==> config.mk <==
export PLATFORM = sky130hd
export DESIGN_NAME = alpha_over_compositor
export DESIGN_NICKNAME = d
export VERILOG_FILES = /design/src/rtl/aoc_pkg.sv /design/src/rtl/aoc_div.sv /design/src/rtl/alpha_over_compositor.sv
export SDC_FILE = /design/constraint.sdc
export NUM_CORES = 2
export LEC_CHECK = 0
export BUFFER_PORTS_ARGS = -buffer_cell sky130_fd_sc_hd__buf_2
export CAP_MARGIN = 20
export CORE_ASPECT_RATIO = 0.9
export CORE_MARGIN = 10
export CORE_UTILIZATION = 50
export DETAILED_ROUTE_END_ITERATION = 8
export PLACE_DENSITY = 0.66
export SETUP_SLACK_MARGIN = 0.4
export SYNTH_ARGS = -nofsm -noshare
export SYNTH_HDL_FRONTEND = slang
export SYNTH_SLANG_ARGS = --single-unit
export TNS_END_PERCENT = 100
==> constraint.sdc <==
create_clock -name i_clk -period 8.26 [get_ports i_clk]
set_input_delay 0.826 -clock i_clk [delete_from_list [all_inputs] [get_ports i_clk]]
set_output_delay 0.826 -clock i_clk [all_outputs]
set_load 0.01 [all_outputs]
==> src/rtl/aoc_pkg.sv <==
// shared widths, latency and divider operand type for the alpha-over compositor
`default_nettype none

package aoc_pkg;

    localparam int CHAN_W    = 8;
    localparam int QUOT_W    = CHAN_W;
    localparam int DEN_W     = 2 * CHAN_W;
    localparam int NUM_W     = 25;
    localparam int DIV_STEPS = 2;
    localparam int DIV_STG   = QUOT_W / DIV_STEPS;
    // three arithmetic stages, the divider stages, one output register
    localparam int AOC_LAT   = 3 + DIV_STG + 1;

    localparam logic [CHAN_W-1:0] CHAN_MAX = 8'hFF;

    typedef struct packed {
        logic [NUM_W-1:0] num;
        logic [DEN_W-1:0] den;
        logic             zero;
    } t_div_in;

endpackage

`default_nettype wire

==> src/rtl/aoc_div.sv <==
// pipelined restoring divider for one color channel, saturating 8-bit quotient
`default_nettype none

module aoc_div
    import aoc_pkg::*;
(
    input  wire logic              i_clk,
    input  wire t_div_in           i_op,
    output logic [QUOT_W-1:0]      o_quot
);

    logic [NUM_W-1:0]  w_rem  [DIV_STG];
    logic [DEN_W-1:0]  w_den  [DIV_STG];
    logic [QUOT_W-1:0] w_quot [DIV_STG];
    logic              w_zero [DIV_STG];
    logic              w_sat  [DIV_STG];

    logic [NUM_W-1:0]  r_rem  [DIV_STG];
    logic [DEN_W-1:0]  r_den  [DIV_STG];
    logic [QUOT_W-1:0] r_quot [DIV_STG];
    logic              r_zero [DIV_STG];
    logic              r_sat  [DIV_STG];

    for (genvar s = 0; s < DIV_STG; s++) begin : g_stg
        logic [NUM_W-1:0]  n_rem;
        logic [QUOT_W-1:0] n_quot;

        if (s == 0) begin : g_first
            assign w_rem[s]  = i_op.num;
            assign w_den[s]  = i_op.den;
            assign w_quot[s] = '0;
            assign w_zero[s] = i_op.zero;
            // quotient would not fit in 8 bits
            assign w_sat[s]  = i_op.num >= NUM_W'({i_op.den, {QUOT_W{1'b0}}});
        end else begin : g_next
            assign w_rem[s]  = r_rem[s-1];
            assign w_den[s]  = r_den[s-1];
            assign w_quot[s] = r_quot[s-1];
            assign w_zero[s] = r_zero[s-1];
            assign w_sat[s]  = r_sat[s-1];
        end

        always_comb begin
            logic [NUM_W-1:0]  rem;
            logic [NUM_W-1:0]  trial;
            logic [QUOT_W-1:0] quot;
            int                b;
            rem  = w_rem[s];
            quot = w_quot[s];
            for (int j = 0; j < DIV_STEPS; j++) begin
                b     = QUOT_W - 1 - s * DIV_STEPS - j;
                trial = NUM_W'(w_den[s]) << b;
                if (rem >= trial) begin
                    rem  = rem - trial;
                    quot = quot | (QUOT_W'(1) << b);
                end
            end
            n_rem  = rem;
            n_quot = quot;
        end

        always_ff @(posedge i_clk) begin
            r_rem[s]  <= n_rem;
            r_den[s]  <= w_den[s];
            r_quot[s] <= n_quot;
            r_zero[s] <= w_zero[s];
            r_sat[s]  <= w_sat[s];
        end
    end

    always_comb begin
        priority if (r_zero[DIV_STG-1]) begin
            o_quot = '0;
        end else if (r_sat[DIV_STG-1]) begin
            o_quot = CHAN_MAX;
        end else begin
            o_quot = r_quot[DIV_STG-1];
        end
    end

endmodule

`default_nettype wire

==> src/rtl/alpha_over_compositor.sv <==
// alpha-over compositor top level: argb8888 foreground over background
//
//  channel   | ports                                  | handshake
//  ----------+----------------------------------------+-------------------------------
//  command   | i_foreground_pixel, i_background_pixel | start while busy low = transfer
//  result    | o_blended_pixel                        | o_strobe, one cycle, no stall
//
//  one pixel pair per cycle; busy is raised only while reset is held
//  from transfer to strobe a pixel passes AOC_LAT stages: three arithmetic stages,
//  four divider stages of two quotient bits each, one output register
//  the receiver cannot hold results off, so nothing in the pipeline ever waits
//  reset clears only the valid bits; data registers are free running
`default_nettype none

module alpha_over_compositor
    import aoc_pkg::*;
(
    input  wire logic        i_clk,
    input  wire logic        i_rst_n,
    input  wire logic        start,
    output logic             busy,
    input  wire logic [31:0] i_foreground_pixel,
    input  wire logic [31:0] i_background_pixel,
    output logic             o_strobe,
    output logic [31:0]      o_blended_pixel
);

    localparam int NCH = 3;

    // floor(x / 255) for x below 65280
    function automatic logic [CHAN_W-1:0] div255(input logic [DEN_W-1:0] x);
        logic [DEN_W:0] t;
        t = {1'b0, x} + (DEN_W+1)'(x >> CHAN_W) + (DEN_W+1)'(1);
        return t[DEN_W-1:CHAN_W];
    endfunction

    logic              xfer;
    logic [CHAN_W-1:0] fa;
    logic [CHAN_W-1:0] ba;
    logic [AOC_LAT-1:0] r_vld;

    // no command is taken while reset is held
    assign busy = !i_rst_n;
    assign xfer = start && !busy;
    assign fa   = i_foreground_pixel[31:24];
    assign ba   = i_background_pixel[31:24];

    // valid bits travel alongside the data
    always_ff @(posedge i_clk) begin
        if (!i_rst_n) begin
            r_vld <= '0;
        end else begin
            r_vld <= {r_vld[AOC_LAT-2:0], xfer};
        end
    end

    // stage 1: 8x8 products and the inverse foreground alpha
    logic [DEN_W-1:0]  r1_p;
    logic [CHAN_W-1:0] r1_ifa;
    logic [DEN_W-1:0]  r1_ff [NCH];
    logic [DEN_W-1:0]  r1_bb [NCH];

    always_ff @(posedge i_clk) begin
        r1_p   <= (CHAN_MAX - ba) * (CHAN_MAX - fa);
        r1_ifa <= CHAN_MAX - fa;
        for (int c = 0; c < NCH; c++) begin
            r1_ff[c] <= i_foreground_pixel[c*CHAN_W +: CHAN_W] * fa;
            r1_bb[c] <= i_background_pixel[c*CHAN_W +: CHAN_W] * ba;
        end
    end

    // stage 2: result alpha and channel numerators
    logic [CHAN_W-1:0] r2_a;
    logic [NUM_W-1:0]  r2_num [NCH];

    always_ff @(posedge i_clk) begin
        r2_a <= CHAN_MAX - div255(r1_p);
        for (int c = 0; c < NCH; c++) begin
            // 255 * ff as shift and subtract, plus bb * (255 - fa)
            r2_num[c] <= (NUM_W'(r1_ff[c]) << CHAN_W) - NUM_W'(r1_ff[c])
                       + NUM_W'(r1_bb[c]) * NUM_W'(r1_ifa);
        end
    end

    // stage 3: divisor a * 255 and the zero-alpha flag
    t_div_in           r3_op [NCH];
    logic [CHAN_W-1:0] r_adly [DIV_STG+1];

    always_ff @(posedge i_clk) begin
        for (int c = 0; c < NCH; c++) begin
            r3_op[c].num  <= r2_num[c];
            r3_op[c].den  <= (DEN_W'(r2_a) << CHAN_W) - DEN_W'(r2_a);
            r3_op[c].zero <= (r2_a == '0);
        end
        r_adly[0] <= r2_a;
        for (int k = 1; k <= DIV_STG; k++) begin
            r_adly[k] <= r_adly[k-1];
        end
    end

    // stages 4 to 7: one divider lane per color channel
    logic [QUOT_W-1:0] w_q [NCH];

    for (genvar c = 0; c < NCH; c++) begin : g_lane
        aoc_div u_div (
            .i_clk  (i_clk),
            .i_op   (r3_op[c]),
            .o_quot (w_q[c])
        );
    end

    // stage 8: output register, channels back in their own byte positions
    logic [31:0] r_out;

    always_ff @(posedge i_clk) begin
        r_out <= {r_adly[DIV_STG], w_q[2], w_q[1], w_q[0]};
    end

    assign o_strobe        = r_vld[AOC_LAT-1];
    assign o_blended_pixel = r_out;

endmodule

`default_nettype wire

==> reports/qor.yml <==
logic_synthesis:
  ys_warn_count: 0
  async_reset_ff_share_pct: 0
  synth-seq-cells: 720
  syn_area_mm2: 0.0679
  synth.distinct_cells: 89
  yosys_most_used_dff: "dfxtp_1"
  synth_top_area_share_pct: 21.2
  synth_largest_area_cell: "dfxtp_1"
  synthTopCellsByArea: "dfxtp_1, fa_1, ha_1"
  ys_seq_area_share_pct: 21.2
  syn_nets: 9250
  synth_edf_count: 0
  synth_cells: 7693
  avgSynthCellArea_um2: 8.83
clock_tree:
  cts_hold_buf: 0
  tritoncts: "built"
  worst_skew_pair.late_latency_ns: 0.70
  cts.sinks: 720
  cts.repair.resized: 0
  cts-root-buf: "clkbuf_16"
  cts_htree_levels: 3
  numCtsBuffers: 82
  path_clk_slew_ns: 0.06
  cts_setup_buffers: 0
  clk_path_buf_depth: 3
flow_run:
  cap_violations: 0
worst_setup_path:
  critPathKind: "flip-flop to flip-flop"
  path_cells: "ha_1 -> inv_1 -> fa_1 -> a21o_1 -> a21o_1 -> a2111oi_0 -> o31a_1 -> o211a_1 -> buf_4 -> mux2i_1 -> ha_1 -> nor2b_1 -> o21a_1 -> o21ai_0 -> a21oi_1 -> a2111oi_0 -> a21oi_1 -> a21oi_1 -> o21ai_1 -> nor3_2 -> buf_4 -> mux2_2"
  cp_common_cell: "a21oi_1"
  arrival_ns: 7.61
  worstPathMaxFanout: 17
  cp-start-kind: "flip-flop"
  cp_data_required_time_ns: 8.83
  crit_buf_inv: 3
  crit_path_end_kind: "flip-flop"
  crit_path_top_delay_cell: "a2111oi_0"
  cpPeakStageDelay_ns: 0.67
  critical_path.top_delay_family: "compound AO/OA/AOI/OAI gates"
sta:
  fin_worst_skew_ns: 0.0377
  slew_violations: 0
  rsz0062_at_grt: "false"
  tns_ns: 0
  finalSetupViolCount: 0
  finalCritPeriodShare_pct: 85.3
  tightest_slew_ns: 1.12
  hold_viol: 0
  slew_headroom_pct: 23.5
  max_freq_mhz: 142
  hold_ws_ns: 0.309
  worst_slack_ns: 1.22
  finalCriticalPeriod_ns: 7.04
global_routing:
  grt.overflow.total: 0
  antenna_found_initial: 1
  grt_max_degree: 49
  grt_usage_pct: 22.1
  grt_pass1_vias: 52200
  grt_pass1_wl_um: 276000
floorplanning:
  core_mm2: 0.135
  dieHeight_um: 370
  rows: 128
  initial_utilization_pct: 50.2
  dieArea_mm2: 0.151
  boundaryPins: 101
  die_x_um: 408
routing:
  wirelength_um: 168000
  wl_per_cell_um: 17.5
  drc: 0
  dr_total_vias: 52000
  drt-pass1-iter-count: 6
  drt-initial-drc-count: 3152
  ant_nets: 0
  vias_per_cell: 5.39
layout:
  synthToLayoutAreaGrowth_pct: 7.83
  final_util_pct: 54.2
  layout-drive-gt1-share_pct: 6.43
  fin_nets: 9317
outcome:
  status: "complete, no violations"
place:
  port_buffers: 100
  place_ws_ns: 1.25
  gp_congestion: 0.912
  hpwlAfterDp_um: 136000
worst_hold_path:
  min_path_type: "flip-flop to flip-flop"
## stage by stage
step,instance area (um2),cells
2_1_floorplan,67900,7693
3_3_place_gp,70400,9495
3_5_place_dp,70400,9495
4_1_cts,73200,9643
5_1_grt,73200,9644
6_report,73200,9645
## sequential cells by signal, indices dropped and copies added (netlist names), 12 cells and up
name                 count
r3_op                   91
g_lane.u_div.r_quot     60
r2_num                  75
g_lane.u_div.r_sat      12
r1_p                    16
o_blended_pixel         32
g_lane.u_div.r_den      45
r1_ff                   48
r_adly                  40
r1_bb                   48
g_lane.u_div.r_rem     225
## Yosys cell counts (36+ instances only)
| cell type | count |
|---|---|
| ha_1 | 874 |
| nand2b_1 | 66 |
| dfxtp_1 | 720 |
| or2_2 | 50 |
| nand3_1 | 97 |
| nand4_1 | 72 |
| o21bai_1 | 42 |
| nor4_1 | 36 |
| a21o_1 | 141 |
| a211oi_1 | 46 |
| o21ai_0 | 356 |
| or3_1 | 39 |
| clkbuf_1 | 152 |
| nor3_1 | 121 |
| o21a_1 | 111 |
| a31oi_1 | 36 |
| xnor2_1 | 302 |
| nand2_1 | 724 |
| a21oi_1 | 391 |
| nor2_1 | 482 |
| fa_1 | 616 |
| inv_1 | 1018 |
| nor2b_1 | 79 |
| a21boi_0 | 37 |
| mux2_2 | 128 |
| and2_1 | 413 |
| xor2_1 | 120 |
## metal layers
layer  track usage [%]  vias up  part of all wire [%]
li1                  -    25800                     -
met2              36.1     1176                    45
met3              2.85      265                   4.2
met1              30.3    24700                    48
met4              7.21        0                   3.5
met5                 0        -                     0
## worst paths after layout
path         slack [ns]  cells past startpoint    startpoint                     endpoint
max reg2reg        1.22                     22  r_adly[1][0]  g_lane[2].u_div.r_rem[1][9]
max                1.22                     22  r_adly[1][0]  g_lane[2].u_div.r_rem[1][9]
min                0.31                      0  r2_num[0][5]                 r3_op[0][22]
min reg2reg        0.31                      0  r2_num[0][5]                 r3_op[0][22]
## logic make-up (layout without fill, tap and decap cells)
family	count (synthesis)	count (layout)	synth area share, %
and+or+nand+nor	2297	2297	16.6
adders and majority gates	1490	1490	34.3
AOI/OAI and AO/OA	1420	1420	13.4
buffers and inverters	1193	1324	6.63
DFF	720	720	21.2
xor gates and xnor gates	422	422	5.44
muxes	151	151	2.46
other	0	1	0
## cell type report
type                    instances  area (um2)
inverters                    1019        3820
multi-input cells            5780       49000
clock buffers                 105        2240
flip-flops and latches        720       14400
well taps                    1820        2280
diodes                          1        2.50
fillers                     12500       62000
clock inverters                43         514
repair buffers                157         936
## placed cells by master, fill, tap and decap left out, types with 46 or more instances in the layout
master	count
and2_1	413
xnor2_1	302
xor2_1	120
buf_4	56
buf_2	100
fa_1	616
o21ai_0	356
inv_1	1018
ha_1	874
a211oi_1	46
a21o_1	141
nor2_1	482
o21a_1	111
dfxtp_1	720
nand2b_1	66
clkbuf_16	82
or2_2	50
nor2b_1	79
nor3_1	120
mux2_2	128
nand4_1	72
nand3_1	97
a21oi_1	391
nand2_1	724
Power is not shown: default switching activity piles up to over one toggle a cycle in this logic, so the estimate is an artifact.
